## config.mk

```make
export PLATFORM = sky130hd
export DESIGN_NAME = rlw_div
export DESIGN_NICKNAME = d
export VERILOG_FILES = /design/src/hdl/rlw_pkg.sv /design/src/hdl/rlw_div.sv
export SDC_FILE = /design/constraint.sdc
export NUM_CORES = 2
export LEC_CHECK = 0
export BUFFER_PORTS_ARGS = -buffer_cell sky130_fd_sc_hd__buf_2
export CORE_ASPECT_RATIO = 0.5
export CORE_UTILIZATION = 60
export DETAILED_ROUTE_END_ITERATION = 8
export PLACE_DENSITY = 0.77
export SLEW_MARGIN = 20
export SYNTH_ARGS = -nofsm -noshare
export SYNTH_HDL_FRONTEND = slang
export SYNTH_SLANG_ARGS = --single-unit
```

## constraint.sdc

```tcl
create_clock -name clk -period 4.5 [get_ports clk]
set_input_delay 0.675 -clock clk [delete_from_list [all_inputs] [get_ports clk]]
set_output_delay 0.675 -clock clk [all_outputs]
set_load 0.005 [all_outputs]
```

## src/hdl/rlw_pkg.sv

```systemverilog
// ----------------------------------------------------------------------------
// rlw_pkg: shared types and constants for the radial lens warp
// Register indexes, reset values and datapath widths.
// ----------------------------------------------------------------------------
package rlw_pkg;

	localparam int COORD_W  = 24;
	localparam int REG_W    = 16;
	localparam int IDX_W    = 3;

	localparam logic [IDX_W-1:0] REG_QUAD   = 3'd0;
	localparam logic [IDX_W-1:0] REG_CUBIC  = 3'd1;
	localparam logic [IDX_W-1:0] REG_MIN_X  = 3'd2;
	localparam logic [IDX_W-1:0] REG_MIN_Y  = 3'd3;
	localparam logic [IDX_W-1:0] REG_WIDTH  = 3'd4;
	localparam logic [IDX_W-1:0] REG_HEIGHT = 3'd5;
	localparam logic [IDX_W-1:0] REG_ZOOM   = 3'd6;

	localparam logic [REG_W-1:0] RST_WIDTH  = 16'd1920;
	localparam logic [REG_W-1:0] RST_HEIGHT = 16'd1080;
	localparam logic [REG_W-1:0] RST_ZOOM   = 16'd4096;

	// long divider: unsigned dividend / divisor, quotient with overflow flag
	localparam int DIV_NUM_W = 57;
	localparam int DIV_DEN_W = 21;
	localparam int DIV_Q_W   = 25;
	localparam int DIV_LAT   = DIV_Q_W + 1;

	// square root: floor(sqrt(x)), one result bit per stage
	localparam int SQ_IN_W  = 42;
	localparam int SQ_W     = SQ_IN_W / 2;
	localparam int SQ_REM_W = SQ_W + 2;

	localparam int TOTAL_STAGES = 84;

	typedef struct packed {
		logic signed [26:0] dx;
		logic signed [26:0] dy;
	} ofs_t;

	typedef struct packed {
		logic signed [26:0] dx;
		logic signed [26:0] dy;
		logic [27:0]        r2;
	} ofs_r2_t;

endpackage

```

## src/hdl/rlw_div.sv

```systemverilog
// ----------------------------------------------------------------------------
// rlw_div: pipelined restoring divider
// One quotient bit per stage; flags quotients that do not fit DIV_Q_W bits.
// ----------------------------------------------------------------------------
module rlw_div (
	input  logic                          clk,
	input  logic                          en,
	input  logic [rlw_pkg::DIV_NUM_W-1:0] num,
	input  logic [rlw_pkg::DIV_DEN_W-1:0] den,
	output logic [rlw_pkg::DIV_Q_W-1:0]   quo,
	output logic                          ovf
);

	localparam int NW = rlw_pkg::DIV_NUM_W;
	localparam int DW = rlw_pkg::DIV_DEN_W;
	localparam int QW = rlw_pkg::DIV_Q_W;

	logic [DW-1:0] rem_q [0:QW];
	logic [QW-1:0] low_q [0:QW];
	logic [QW-1:0] quo_q [0:QW];
	logic          ovf_q [0:QW];

	logic [DW:0]   sh_c   [1:QW];
	logic [DW:0]   diff_c [1:QW];

	always_comb begin
		for (int i = 1; i <= QW; i++) begin
			sh_c[i]   = {rem_q[i-1], low_q[i-1][QW-1]};
			diff_c[i] = sh_c[i] - {1'b0, den};
		end
	end

	always_ff @(posedge clk) begin
		if (en) begin
			ovf_q[0] <= num[NW-1:QW] >= (NW-QW)'(den);
			rem_q[0] <= num[QW+DW-1:QW];
			low_q[0] <= num[QW-1:0];
			quo_q[0] <= '0;
			for (int i = 1; i <= QW; i++) begin
				ovf_q[i] <= ovf_q[i-1];
				low_q[i] <= {low_q[i-1][QW-2:0], 1'b0};
				if (sh_c[i] >= {1'b0, den}) begin
					rem_q[i] <= diff_c[i][DW-1:0];
					quo_q[i] <= {quo_q[i-1][QW-2:0], 1'b1};
				end else begin
					rem_q[i] <= sh_c[i][DW-1:0];
					quo_q[i] <= {quo_q[i-1][QW-2:0], 1'b0};
				end
			end
		end
	end

	assign quo = quo_q[QW];
	assign ovf = ovf_q[QW];

endmodule

```

==> qor.txt <==
Peak supply drop -> 0.445 mV
Sequential power share -> 36.0%
Sw power -> 0.0178 W
Post-synthesis sequential area ratio -> 54.2%
Synth top area cells -> edfxtp_1, ha_1, mux2_2
Clk pwr share -> 19.1%
Most common library cells after synthesis -> edfxtp_1, ha_1, a21oi_1
Arrival time worst endpoint -> 4.18 ns
Antenna violations before repair -> 3
Hold Crit Class -> primary input to flop
Gr usage total -> 27.3%
Fin worst setup slack -> 0.795 ns
Crit path largest cell delay -> 0.49 ns
Sw Ratio -> 35.3%
Dominant synthesized flop cell -> edfxtp_1
Area grow syn2layout -> 10.5%
Initial core utilization -> 61.2%
Maxcap violations -> 0
Post-layout min period -> 3.70 ns
PwrDens -> 685 nW/um^2
Routed WL -> 153,000 microns
# setup viols final -> 0
Die Y -> 237 microns
Worst r2r dst -> rem_q[0][191]$_DFFE_PP_
F_max -> 0.270 GHz
# rows -> 85
Antenna cells -> 0
WP data required -> 4.97 ns
Slew margin rel. -> 20.8%
R2r startpoint -> low_q[0][224]$_DFFE_PP_
Period utilization -> 82.3%
Register-to-register setup slack -> 0.80 ns
Worst-Margin Slew -> 1.19 ns
DRT iter0 DRCs -> 3,705
Clock sinks -> 1,201
# nets final -> 6,175
Most used cell along the critical path -> o31a_1
Post-synth ARST share -> 0%
Hold Crit Start -> num[20]
Setup Slack @ Placement -> 0.169 ns
CP max-delay cell -> edfxtp_1
CP Class -> flop to flop
Layout cell share with drive strength beyond 1 -> 15.0%
Int Pwr -> 0.0326 W
Clock transition at path regs -> 0.08 ns
H-Tree Depth -> 3
Max Slew Vio Count -> 0
Clock Latency Late Sink -> 0.74 ns
Setup Buffers After CTS -> 0
Worst hold path depth -> 1
Drt drc -> 0
Vias per cell -> 6.18
Syn nets -> 5,954
Setup tns final -> 0 ns
CTS max path bufs -> 3
Endpoint type of the worst setup path -> flop
Routed len/inst -> 21.6 microns
Clock root cell -> clkbuf_16
Worst Skew -> 0.0279 ns
Share of the synthesized area in the top cell type -> 54.1%
Final hold vios -> 0
Antenna-violating nets left -> 0
Largest net degree at the start of global routing -> 182
Core footprint -> 109,000 sq um
Count leader, synth -> edfxtp_1
Distinct cells, synth -> 91
Hold_ws -> 0.104 ns
GPL Wtd Cong -> 0.954
Hold Path Sink -> low_q[0][20]$_DFFE_PP_
RSZ-0062 raised after global routing -> false
Synthesized area per cell -> 12.5 sq um
Cts hold-fix bufs -> 0
Worst r2r path cells -> 13
IO buf count -> 105
Mapped Cells -> 5,304
Post-synthesis register bit count -> 1,201
Cell Area, Synth -> 66,600 sq um
I/O pin total -> 106
Pleak -> 28.5 nW
Syn. warnings -> 0
Post-cts repair resize count -> 0
EDFF count, synth -> 1,200
Gate power share -> 44.9%
Number of global-route vias before repair -> 43,200
Status -> complete, no violations
Chip width -> 473 microns
Global-route wire length before repair -> 238,000 microns
CTS tree -> built
Cell taking the most area after synthesis -> edfxtp_1
Total grt overflow -> 0
Via count -> 43,900
DR pass1 iterations -> 8
Crit-path max FO -> 21
Element type at the critical path start -> flop
Full die area -> 112,000 sq um
Dpl hpwl -> 108,000 microns
TritonCTS Buffers -> 106
CP cell instances -> inv_1 > ha_1 > fa_1 > nor2b_4 > o31a_1 > o31a_1 > o41a_1 > a41o_1 > o2111ai_2 > nand4_4 > buf_4 > nor2_1 > a21oi_1
logic make-up after synthesis:
family	count (synthesis)	share of synthesized area, %
adder cells (fa/ha/maj)	570	11.0
buffers and inverters	307	2.00
AND/OR/NAND/NOR	1136	8.44
multiplexers	404	6.76
AO/OA/AOI/OAI	1290	12.4
XOR/XNOR	396	5.21
flip-flops	1201	54.2
state kept, by name, summed over array words and instances, names as in the netlist:
register  cells
rem_q       525
low_q       325
quo_q       325
ovf_q        26
critical path: cells and delay by family, from the launching register on:
family / cells / cell delay [ns]
adders and majority gates: 2 / 0.45
DFF: 1 / 0.49
AOI/OAI and AO/OA: 6 / 1.61
buffers and inverters: 2 / 0.39
and+or+nand+nor: 3 / 0.51
worst max-delay path by stage:
stage,slack [ns],endpoint,from,cells past startpoint
final,0.80,rem_q[0][191]$_DFFE_PP_,low_q[0][224]$_DFFE_PP_,13
after global routing,0.55,rem_q[0][191]$_DFFE_PP_,low_q[0][224]$_DFFE_PP_,13
after CTS,0.63,rem_q[0][319]$_DFFE_PP_,low_q[0][374]$_DFFE_PP_,12
after detailed placement,0.17,rem_q[0][319]$_DFFE_PP_,den[0],13
after global placement,0.28,rem_q[0][296]$_DFFE_PP_,den[8],14
after floorplan,0.46,rem_q[1][160]$_DFFE_PP_,den[7],12
routing by layer:
metal  global-route usage (%)  vias to the layer above  share of wire [%]
li1                         -                    20800                  -
met1                     37.9                    21400                 45
met2                     44.1                     1405                 46
met3                     4.01                      299                5.8
met4                     9.27                        0                3.2
met5                        0                        -                  0
through the flow:
step | std cells | area (sq um) | utilization (%) | total power [W]
floorplan | 5304 | 66600 | - | 0.0350
global placement | 6896 | 69900 | 64.2 | 0.0398
detailed placement | 6896 | 69900 | 64.2 | 0.0404
CTS | 7097 | 73600 | 67.6 | 0.0503
global route | 7097 | 73600 | 67.6 | 0.0536
finish | 7097 | 73600 | 67.6 | 0.0504
final cells by class:
cell class	instances	area, sq um
Sequential cell	1201	36100
Fill cell	7729	35200
Multi-Input combinational cell	3796	29200
Clock buffer	119	2720
Timing Repair Buffer	256	2140
Tap cell	1479	1850
Clock inverter	82	947
Inverter	164	616
placed cells by master (no fill, tap or decap), drive strengths merged, types with 18 or more instances in the layout:
cell type	instances
or3	20
o31ai	40
o21a	79
nor2b	83
mux2i	38
nand2	271
or2	18
xnor2	251
o21bai	45
nor3	78
edfxtp	1200
nor4	28
a211oi	39
clkinv	40
nor2	288
ha	546
mux2	366
nand2b	54
a21oi	407
a31oi	48
nand3	99
a21boi	19
a21o	180
nand4	77
inv	179
o31a	21
o211ai	26
fa	24
and3	40
o21ai	253
clkbuf	119
xor2	145
and2	29
buf	256
power groups by stage:
stage                     combinational, W  clock [W]  sequential [W]
after CTS                           0.0224    0.00984          0.0181
final                               0.0226    0.00964          0.0182
after global placement              0.0215          0          0.0183
after global routing                0.0250     0.0103          0.0184
after floorplan                     0.0176          0          0.0174
after detailed placement            0.0221          0          0.0183
Power figures use the tool's default switching activity.
