`config.mk`:
```
export PLATFORM = sky130hd
export DESIGN_NAME = rlw_sqrt
export DESIGN_NICKNAME = d
export VERILOG_FILES = /design/src/hdl/rlw_pkg.sv /design/src/hdl/rlw_sqrt.sv
export SDC_FILE = /design/constraint.sdc
export NUM_CORES = 2
export LEC_CHECK = 0
export ABC_AREA = 1
export BUFFER_PORTS_ARGS = -buffer_cell sky130_fd_sc_hd__buf_2
export CORE_MARGIN = 10
export CORE_UTILIZATION = 60
export DETAILED_ROUTE_END_ITERATION = 6
export PLACE_DENSITY = 0.79
export SKIP_CTS_REPAIR_TIMING = 1
export SLEW_MARGIN = 0
export SYNTH_ARGS = -nofsm -noshare
export SYNTH_HDL_FRONTEND = slang
export SYNTH_SLANG_ARGS = --single-unit
export TNS_END_PERCENT = 30
```
`constraint.sdc`:
```
create_clock -name clk -period 6.15 [get_ports clk]
set_clock_uncertainty 0.15 [all_clocks]
set_input_delay 0.3075 -clock clk [delete_from_list [all_inputs] [get_ports clk]]
set_output_delay 0.3075 -clock clk [all_outputs]
set_load 0.02 [all_outputs]
```
`src/hdl/rlw_pkg.sv`:
```
// ----------------------------------------------------------------------------
// rlw_pkg: shared types and constants for the radial lens warp
// Register indexes, reset values and datapath widths.
// ----------------------------------------------------------------------------
package rlw_pkg;

	localparam int COORD_W  = 24;
	localparam int REG_W    = 16;
	localparam int IDX_W    = 3;

	localparam logic [IDX_W-1:0] REG_QUAD   = 3'd0;
	localparam logic [IDX_W-1:0] REG_CUBIC  = 3'd1;
	localparam logic [IDX_W-1:0] REG_MIN_X  = 3'd2;
	localparam logic [IDX_W-1:0] REG_MIN_Y  = 3'd3;
	localparam logic [IDX_W-1:0] REG_WIDTH  = 3'd4;
	localparam logic [IDX_W-1:0] REG_HEIGHT = 3'd5;
	localparam logic [IDX_W-1:0] REG_ZOOM   = 3'd6;

	localparam logic [REG_W-1:0] RST_WIDTH  = 16'd1920;
	localparam logic [REG_W-1:0] RST_HEIGHT = 16'd1080;
	localparam logic [REG_W-1:0] RST_ZOOM   = 16'd4096;

	// long divider: unsigned dividend / divisor, quotient with overflow flag
	localparam int DIV_NUM_W = 57;
	localparam int DIV_DEN_W = 21;
	localparam int DIV_Q_W   = 25;
	localparam int DIV_LAT   = DIV_Q_W + 1;

	// square root: floor(sqrt(x)), one result bit per stage
	localparam int SQ_IN_W  = 42;
	localparam int SQ_W     = SQ_IN_W / 2;
	localparam int SQ_REM_W = SQ_W + 2;

	localparam int TOTAL_STAGES = 84;

	typedef struct packed {
		logic signed [26:0] dx;
		logic signed [26:0] dy;
	} ofs_t;

	typedef struct packed {
		logic signed [26:0] dx;
		logic signed [26:0] dy;
		logic [27:0]        r2;
	} ofs_r2_t;

endpackage

```
`src/hdl/rlw_sqrt.sv`:
```
// ----------------------------------------------------------------------------
// rlw_sqrt: pipelined integer square root
// Digit-by-digit method, one root bit per stage, result floored.
// ----------------------------------------------------------------------------
module rlw_sqrt (
	input  logic                         clk,
	input  logic                         en,
	input  logic [rlw_pkg::SQ_IN_W-1:0]  x,
	output logic [rlw_pkg::SQ_W-1:0]     root
);

	localparam int XW = rlw_pkg::SQ_IN_W;
	localparam int RW = rlw_pkg::SQ_W;
	localparam int MW = rlw_pkg::SQ_REM_W;

	logic [MW-1:0] rem_q  [0:RW-1];
	logic [RW-1:0] root_q [0:RW-1];
	logic [XW-1:0] x_q    [0:RW-1];

	logic [MW-1:0] in_rem  [0:RW-1];
	logic [RW-1:0] in_root [0:RW-1];
	logic [XW-1:0] in_x    [0:RW-1];
	logic [MW+1:0] rem4_c  [0:RW-1];
	logic [MW+1:0] trial_c [0:RW-1];

	always_comb begin
		in_rem[0]  = '0;
		in_root[0] = '0;
		in_x[0]    = x;
		for (int j = 1; j < RW; j++) begin
			in_rem[j]  = rem_q[j-1];
			in_root[j] = root_q[j-1];
			in_x[j]    = x_q[j-1];
		end
		for (int j = 0; j < RW; j++) begin
			rem4_c[j]  = {in_rem[j], in_x[j][XW-1 -: 2]};
			trial_c[j] = {2'b00, in_root[j], 2'b01};
		end
	end

	always_ff @(posedge clk) begin
		if (en) begin
			for (int j = 0; j < RW; j++) begin
				x_q[j] <= {in_x[j][XW-3:0], 2'b00};
				if (rem4_c[j] >= trial_c[j]) begin
					rem_q[j]  <= MW'(rem4_c[j] - trial_c[j]);
					root_q[j] <= {in_root[j][RW-2:0], 1'b1};
				end else begin
					rem_q[j]  <= rem4_c[j][MW-1:0];
					root_q[j] <= {in_root[j][RW-2:0], 1'b0};
				end
			end
		end
	end

	assign root = root_q[RW-1];

endmodule

```
==> results.md <==
- Summing every instance area after synthesis gives roughly 61000 um^2.
- The longest clock path from root to sink contains 3 buffers.
- The startpoint identified for the worst register-to-register timing path is root_q[2][9].
- The final route contains 46226 vias.
- The total power density per cell area is ~310 nW/um^2.
- Setup repair after global routing left no endpoint under its margin.
- The routed wirelength normalized by instance count is about 17 um.
- In this run the horizontal extent of the chip is around 340 um.
- The setup check on the worst reg-to-reg path leaves a slack of 2730 ps.
- The number of synthesized register bits is 1082.
- The clock network fraction of total power is 0.325.
- The number of nets in the synthesized netlist is around 7300.
- Setup violations remaining at the end of the flow were counted as 0.
- The number of inserted filler cells in the final layout is approximately 8000.
- The initial antenna violation count is 0.
- The number of warnings printed during yosys synthesis is 0.
- The number of cells on the worst reg-to-reg path is 12.
- The cell with the biggest individual delay on the critical path is sky130_fd_sc_hd__a21oi_2.
- The sequential cell area is about 32000 um^2.
- The first global-routing pass estimated approximately 230 mm of wire.
- The count of TritonRoute iterations in the first routing pass is 7.
- Derived from the worst setup path, the maximum achievable clock frequency is roughly 300 MHz.
- In the finished design, the share of the clock period the worst path needs comes to 0.5573.
- The all-layer global routing usage is 0.2512.
- The final design instance area without fill is between 60000 and 70000 um^2.
- The final-layout setup total negative slack is 0 ps.
- The number of pins exceeding their max-slew limit in the final report was 0.
- The area growth from synthesis to layout is 9.487%.
- Hold timing on the final database bottoms out at a slack of 143.5 ps.
- The setup path with the least slack is of type in -> reg.
- The net count reported at finish is between 7000 and 8000.
- Along the worst hold path, the cell count comes to 2.
- The detailed-route DRC error count is 0.
- The source of the worst hold timing path is x[38].
- On the worst path, the slowest cell contributes a delay of 820 ps.
- The clock drives between 1000 and 1500 sinks.
- The average footprint of a synthesized cell is 8.637 um^2.
- The number of vias per cell after detailed routing is roughly 5.4.
- STA classifies the critical path endpoint as a flop.
- Synthesis produced a netlist whose cell count is ~7000.
- The tree is rooted in a sky130_fd_sc_hd__clkbuf_16.
- The number of global-route vias before repair is between 40000 and 50000.
- The core area is about 100000 um^2.
- TritonCTS created 110 clock buffers.
- Summed over all cells, the static leakage comes to between 0.03 and 0.04 uW.
- For the worst setup path, the data required time is between 6000 and 7000 ps.
- The worst path needs between 3000 and 4000 ps of the cycle, external delays included.
- The combined area of the multi-input logic cells is about 23000 um^2.
- The share of the Yosys chip area taken by registers is 0.5348.
- The area enclosed by the die boundary is 114300 um^2.
- The clock latency at the later pin of the worst-skew pair is 720 ps.
- TritonCTS built the clock tree.
- The proportion of synthesized flip-flops having asynchronous set or reset is 0.
- The count of boundary I/O pins is 65.
- The post-DP HPWL is 111.5 mm.
- The total wirelength of the detailed-routed design is between 100 and 150 mm.
- In the final layout, the share of cells above drive strength 1 is 0.05592.
- The clock transition at the registers of the reported paths is roughly 60 ps.
- The count of placed standard cells in the final layout, fillers left out is between 8000 and 9000.
- In this design, the critical path's most frequently occurring cell is sky130_fd_sc_hd__nand2_1.
- Entering global routing, the biggest net connects approximately 190 pins.
- The worst min-delay path category is in -> reg.
- In this run the critical register-to-register path is captured at rem_q[4][32].
- Data on the critical path arrives at its endpoint at between 3000 and 4000 ps.
- The element type at the critical path start is a primary input.
- The number of flops mapped to enable cells by yosys is approximately 1100.
- The placement-stage cell area is slightly above 60000 um^2.
- The number of unique standard cell types used by synthesis is 56.
- The analysis attributes to net switching a power of between 6000 and 7000 uW.
- The max-slew headroom at the worst pin is 0.2121.
- Of the total power, combinational logic draws 0.211.
- The antenna diode instance count is 0.
- The sequential share of power is 0.464.
- The run finished with clean final reports.
- At the pin with the least slew margin, the transition time is 1182 ps.
- The initial cell density of the core is 0.6056.
- The number of violations reported at the end of detailed-routing iteration 0 is 4790.
- The maximum VDD drop is between 0.2 and 0.25 mV.
- Along the worst path, the maximum fanout reaches between 50 and 60.
- The floorplan has between 100 and 150 rows.
- The total of buffers placed on input and output ports is 64.
- The number of H-tree levels is 3.
- In this run, placement finished with an instance count of between 8000 and 9000.
- The internal portion of the total power is ~14000 uW.
- The post-layout utilization of the core is 0.6630.
- In this run the remaining antenna-violating nets after routing total 0.
- Max-cap violations in this run came to 0.
- The number of endpoints with negative hold slack in the final report is 0.
- The most used flip-flop cell after synthesis is sky130_fd_sc_hd__edfxtp_1.
- The last weighted congestion value of the routability-driven placer is ~1.
- For hold timing, the worst endpoint is x_q[0][38].
- The chip height is roughly 340 um.
- Traced cell by cell, the critical path runs through dlygate4sd3_1, buf_8, inv_2, nor3_1, nand3_1, a21oi_2, nand2_2, nand2_1, nand2_1.
- The switching power share of the total is 0.3099.
- Summed over all layers, the global routing overflow is 0.
==> layer usage <==
| metal | wire (um) | GRT usage | vias up |
|---|---|---|---|
| li1 | - | - | 22961 |
| met1 | 65150 | 0.3428 | 21413 |
| met2 | 69520 | 0.4151 | 1557 |
| met3 | 8443 | 0.02915 | 295 |
| met4 | 5251 | 0.08542 | 0 |
| met5 | 0 | 0 | - |
==> cells in the final DEF, fill, tap and decap left out, drive strengths merged, types with 5 or more instances in the layout <==
| master | synthesis | final |
|---|---|---|
| nand2 | 2326 | 2326 |
| inv | 1275 | 1280 |
| edfxtp | 1081 | 1081 |
| nor2 | 642 | 642 |
| nand3 | 509 | 509 |
| ha | 254 | 254 |
| a21oi | 159 | 159 |
| o21ai | 142 | 142 |
| clkbuf | 26 | 131 |
| nand4 | 124 | 124 |
| xor2 | 123 | 123 |
| nor3 | 101 | 101 |
| buf | 60 | 82 |
| xnor2 | 69 | 69 |
| nand3b | 54 | 54 |
| clkinv | 2 | 45 |
| dlygate4sd3 | 0 | 43 |
| o21bai | 16 | 16 |
| clkinvlp | 0 | 16 |
| or2 | 16 | 16 |
| nor4 | 15 | 15 |
| bufinv | 0 | 12 |
| o211ai | 10 | 10 |
| and2 | 7 | 7 |
| o2111ai | 5 | 5 |
| a21o | 5 | 5 |
==> final cells by class <==
cell class | count | share of cell area
Clock buffer | 131 | 0.04258
Clock inverter | 76 | 0.01278
Inverter | 1277 | 0.07216
Multi-Input combinational cell | 4587 | 0.3443
Sequential cell | 1082 | 0.4885
Tap cell | 1357 | 0.02553
Timing Repair Buffer | 125 | 0.01422
==> kinds of logic (layout without fill, tap and decap cells) <==
group                      Yosys count  after routing  synth area share
DFF                               1082           1082            0.5348
xor gates and xnor gates           192            192           0.02781
adders and majority gates          254            254           0.05233
and+or+nand+nor                   3799           3799            0.2655
buffers and inverters             1363           1609           0.08838
AOI/OAI and AO/OA                  342            342           0.03113
==> critical path, delay by kind of cell <==
kind / cells / cell delay (ps)
compound gates: 1 / 820
buf+inv: 3 / 1390
simple gates: 5 / 1170
==> power by group through the flow <==
stage          Clock, uW  Sequential, uW  Combinational [uW]
6_report            6760            9630                4390
3_3_place_gp           0            9760                4220
4_1_cts             6870            9630                4320
5_1_grt             7150            9690                4980
2_1_floorplan          0            9510                3190
3_5_place_dp           0            9760                4280
==> Yosys cell counts, types with 2 or more instances <==
cell type | count | area, um^2
sky130_fd_sc_hd__nand3_2 | 18 | 180.2
sky130_fd_sc_hd__clkbuf_2 | 2 | 10.01
sky130_fd_sc_hd__and2_1 | 7 | 43.79
sky130_fd_sc_hd__buf_2 | 26 | 130.1
sky130_fd_sc_hd__inv_1 | 1258 | 4722
sky130_fd_sc_hd__o21ai_2 | 6 | 52.55
sky130_fd_sc_hd__and3_1 | 2 | 12.51
sky130_fd_sc_hd__edfxtp_1 | 1081 | 32460
sky130_fd_sc_hd__a21o_1 | 5 | 37.54
sky130_fd_sc_hd__inv_2 | 15 | 56.30
sky130_fd_sc_hd__nor2_2 | 25 | 156.4
sky130_fd_sc_hd__nor2_8 | 2 | 40.04
sky130_fd_sc_hd__nand3_1 | 490 | 2452
sky130_fd_sc_hd__o211ai_1 | 10 | 75.07
sky130_fd_sc_hd__o2111ai_1 | 5 | 43.79
sky130_fd_sc_hd__buf_4 | 14 | 105.1
sky130_fd_sc_hd__o21bai_1 | 16 | 120.1
sky130_fd_sc_hd__o21ai_1 | 47 | 235.2
sky130_fd_sc_hd__inv_4 | 2 | 12.51
sky130_fd_sc_hd__nor3b_1 | 2 | 15.01
sky130_fd_sc_hd__nor4_1 | 14 | 87.58
sky130_fd_sc_hd__nand3b_1 | 53 | 397.9
sky130_fd_sc_hd__nand2_2 | 24 | 150.1
sky130_fd_sc_hd__a21oi_2 | 9 | 78.83
sky130_fd_sc_hd__buf_6 | 19 | 214.0
sky130_fd_sc_hd__clkinv_1 | 2 | 7.510
sky130_fd_sc_hd__or2_1 | 2 | 12.51
sky130_fd_sc_hd__ha_1 | 254 | 3178
sky130_fd_sc_hd__or2_2 | 13 | 81.33
sky130_fd_sc_hd__o21ai_0 | 89 | 445.4
sky130_fd_sc_hd__nor3_1 | 91 | 455.4
sky130_fd_sc_hd__a21oi_1 | 149 | 745.7
sky130_fd_sc_hd__xor2_1 | 122 | 1069
sky130_fd_sc_hd__nand4_1 | 124 | 775.7
sky130_fd_sc_hd__nor2_4 | 12 | 135.1
sky130_fd_sc_hd__nor3_2 | 9 | 90.09
sky130_fd_sc_hd__xnor2_1 | 69 | 604.3
sky130_fd_sc_hd__nor2_1 | 603 | 2263
sky130_fd_sc_hd__clkbuf_1 | 24 | 90.09
sky130_fd_sc_hd__nand2_4 | 9 | 101.4
sky130_fd_sc_hd__nand2_1 | 2293 | 8607
==> sequential cells by signal (all words and copies together) (netlist names) <==
name	cells
root_q	231
rem_q	431
x_q	420
==> through the flow <==
step | worst slack, ps | power (uW)
4_1_cts | 2800 | 20810
5_1_grt | 2493 | 21820
6_report | 2723 | 20780
2_1_floorplan | 3704 | 12700
3_5_place_dp | 2614 | 14050
3_3_place_gp | 2758 | 13980
==> how the worst max path moves through the flow <==
stage	cells past startpoint	from	slack [ps]	endpoint
after floorplan	4	en	3700	rem_q[4][0]
after global placement	8	en	2760	rem_q[4][5]
after detailed placement	8	en	2610	rem_q[4][2]
after CTS	12	root_q[2][9]	2800	rem_q[4][32]
after global routing	9	en	2490	rem_q[4][4]
final	9	en	2720	rem_q[4][7]
(Power assumes the default switching activity.)
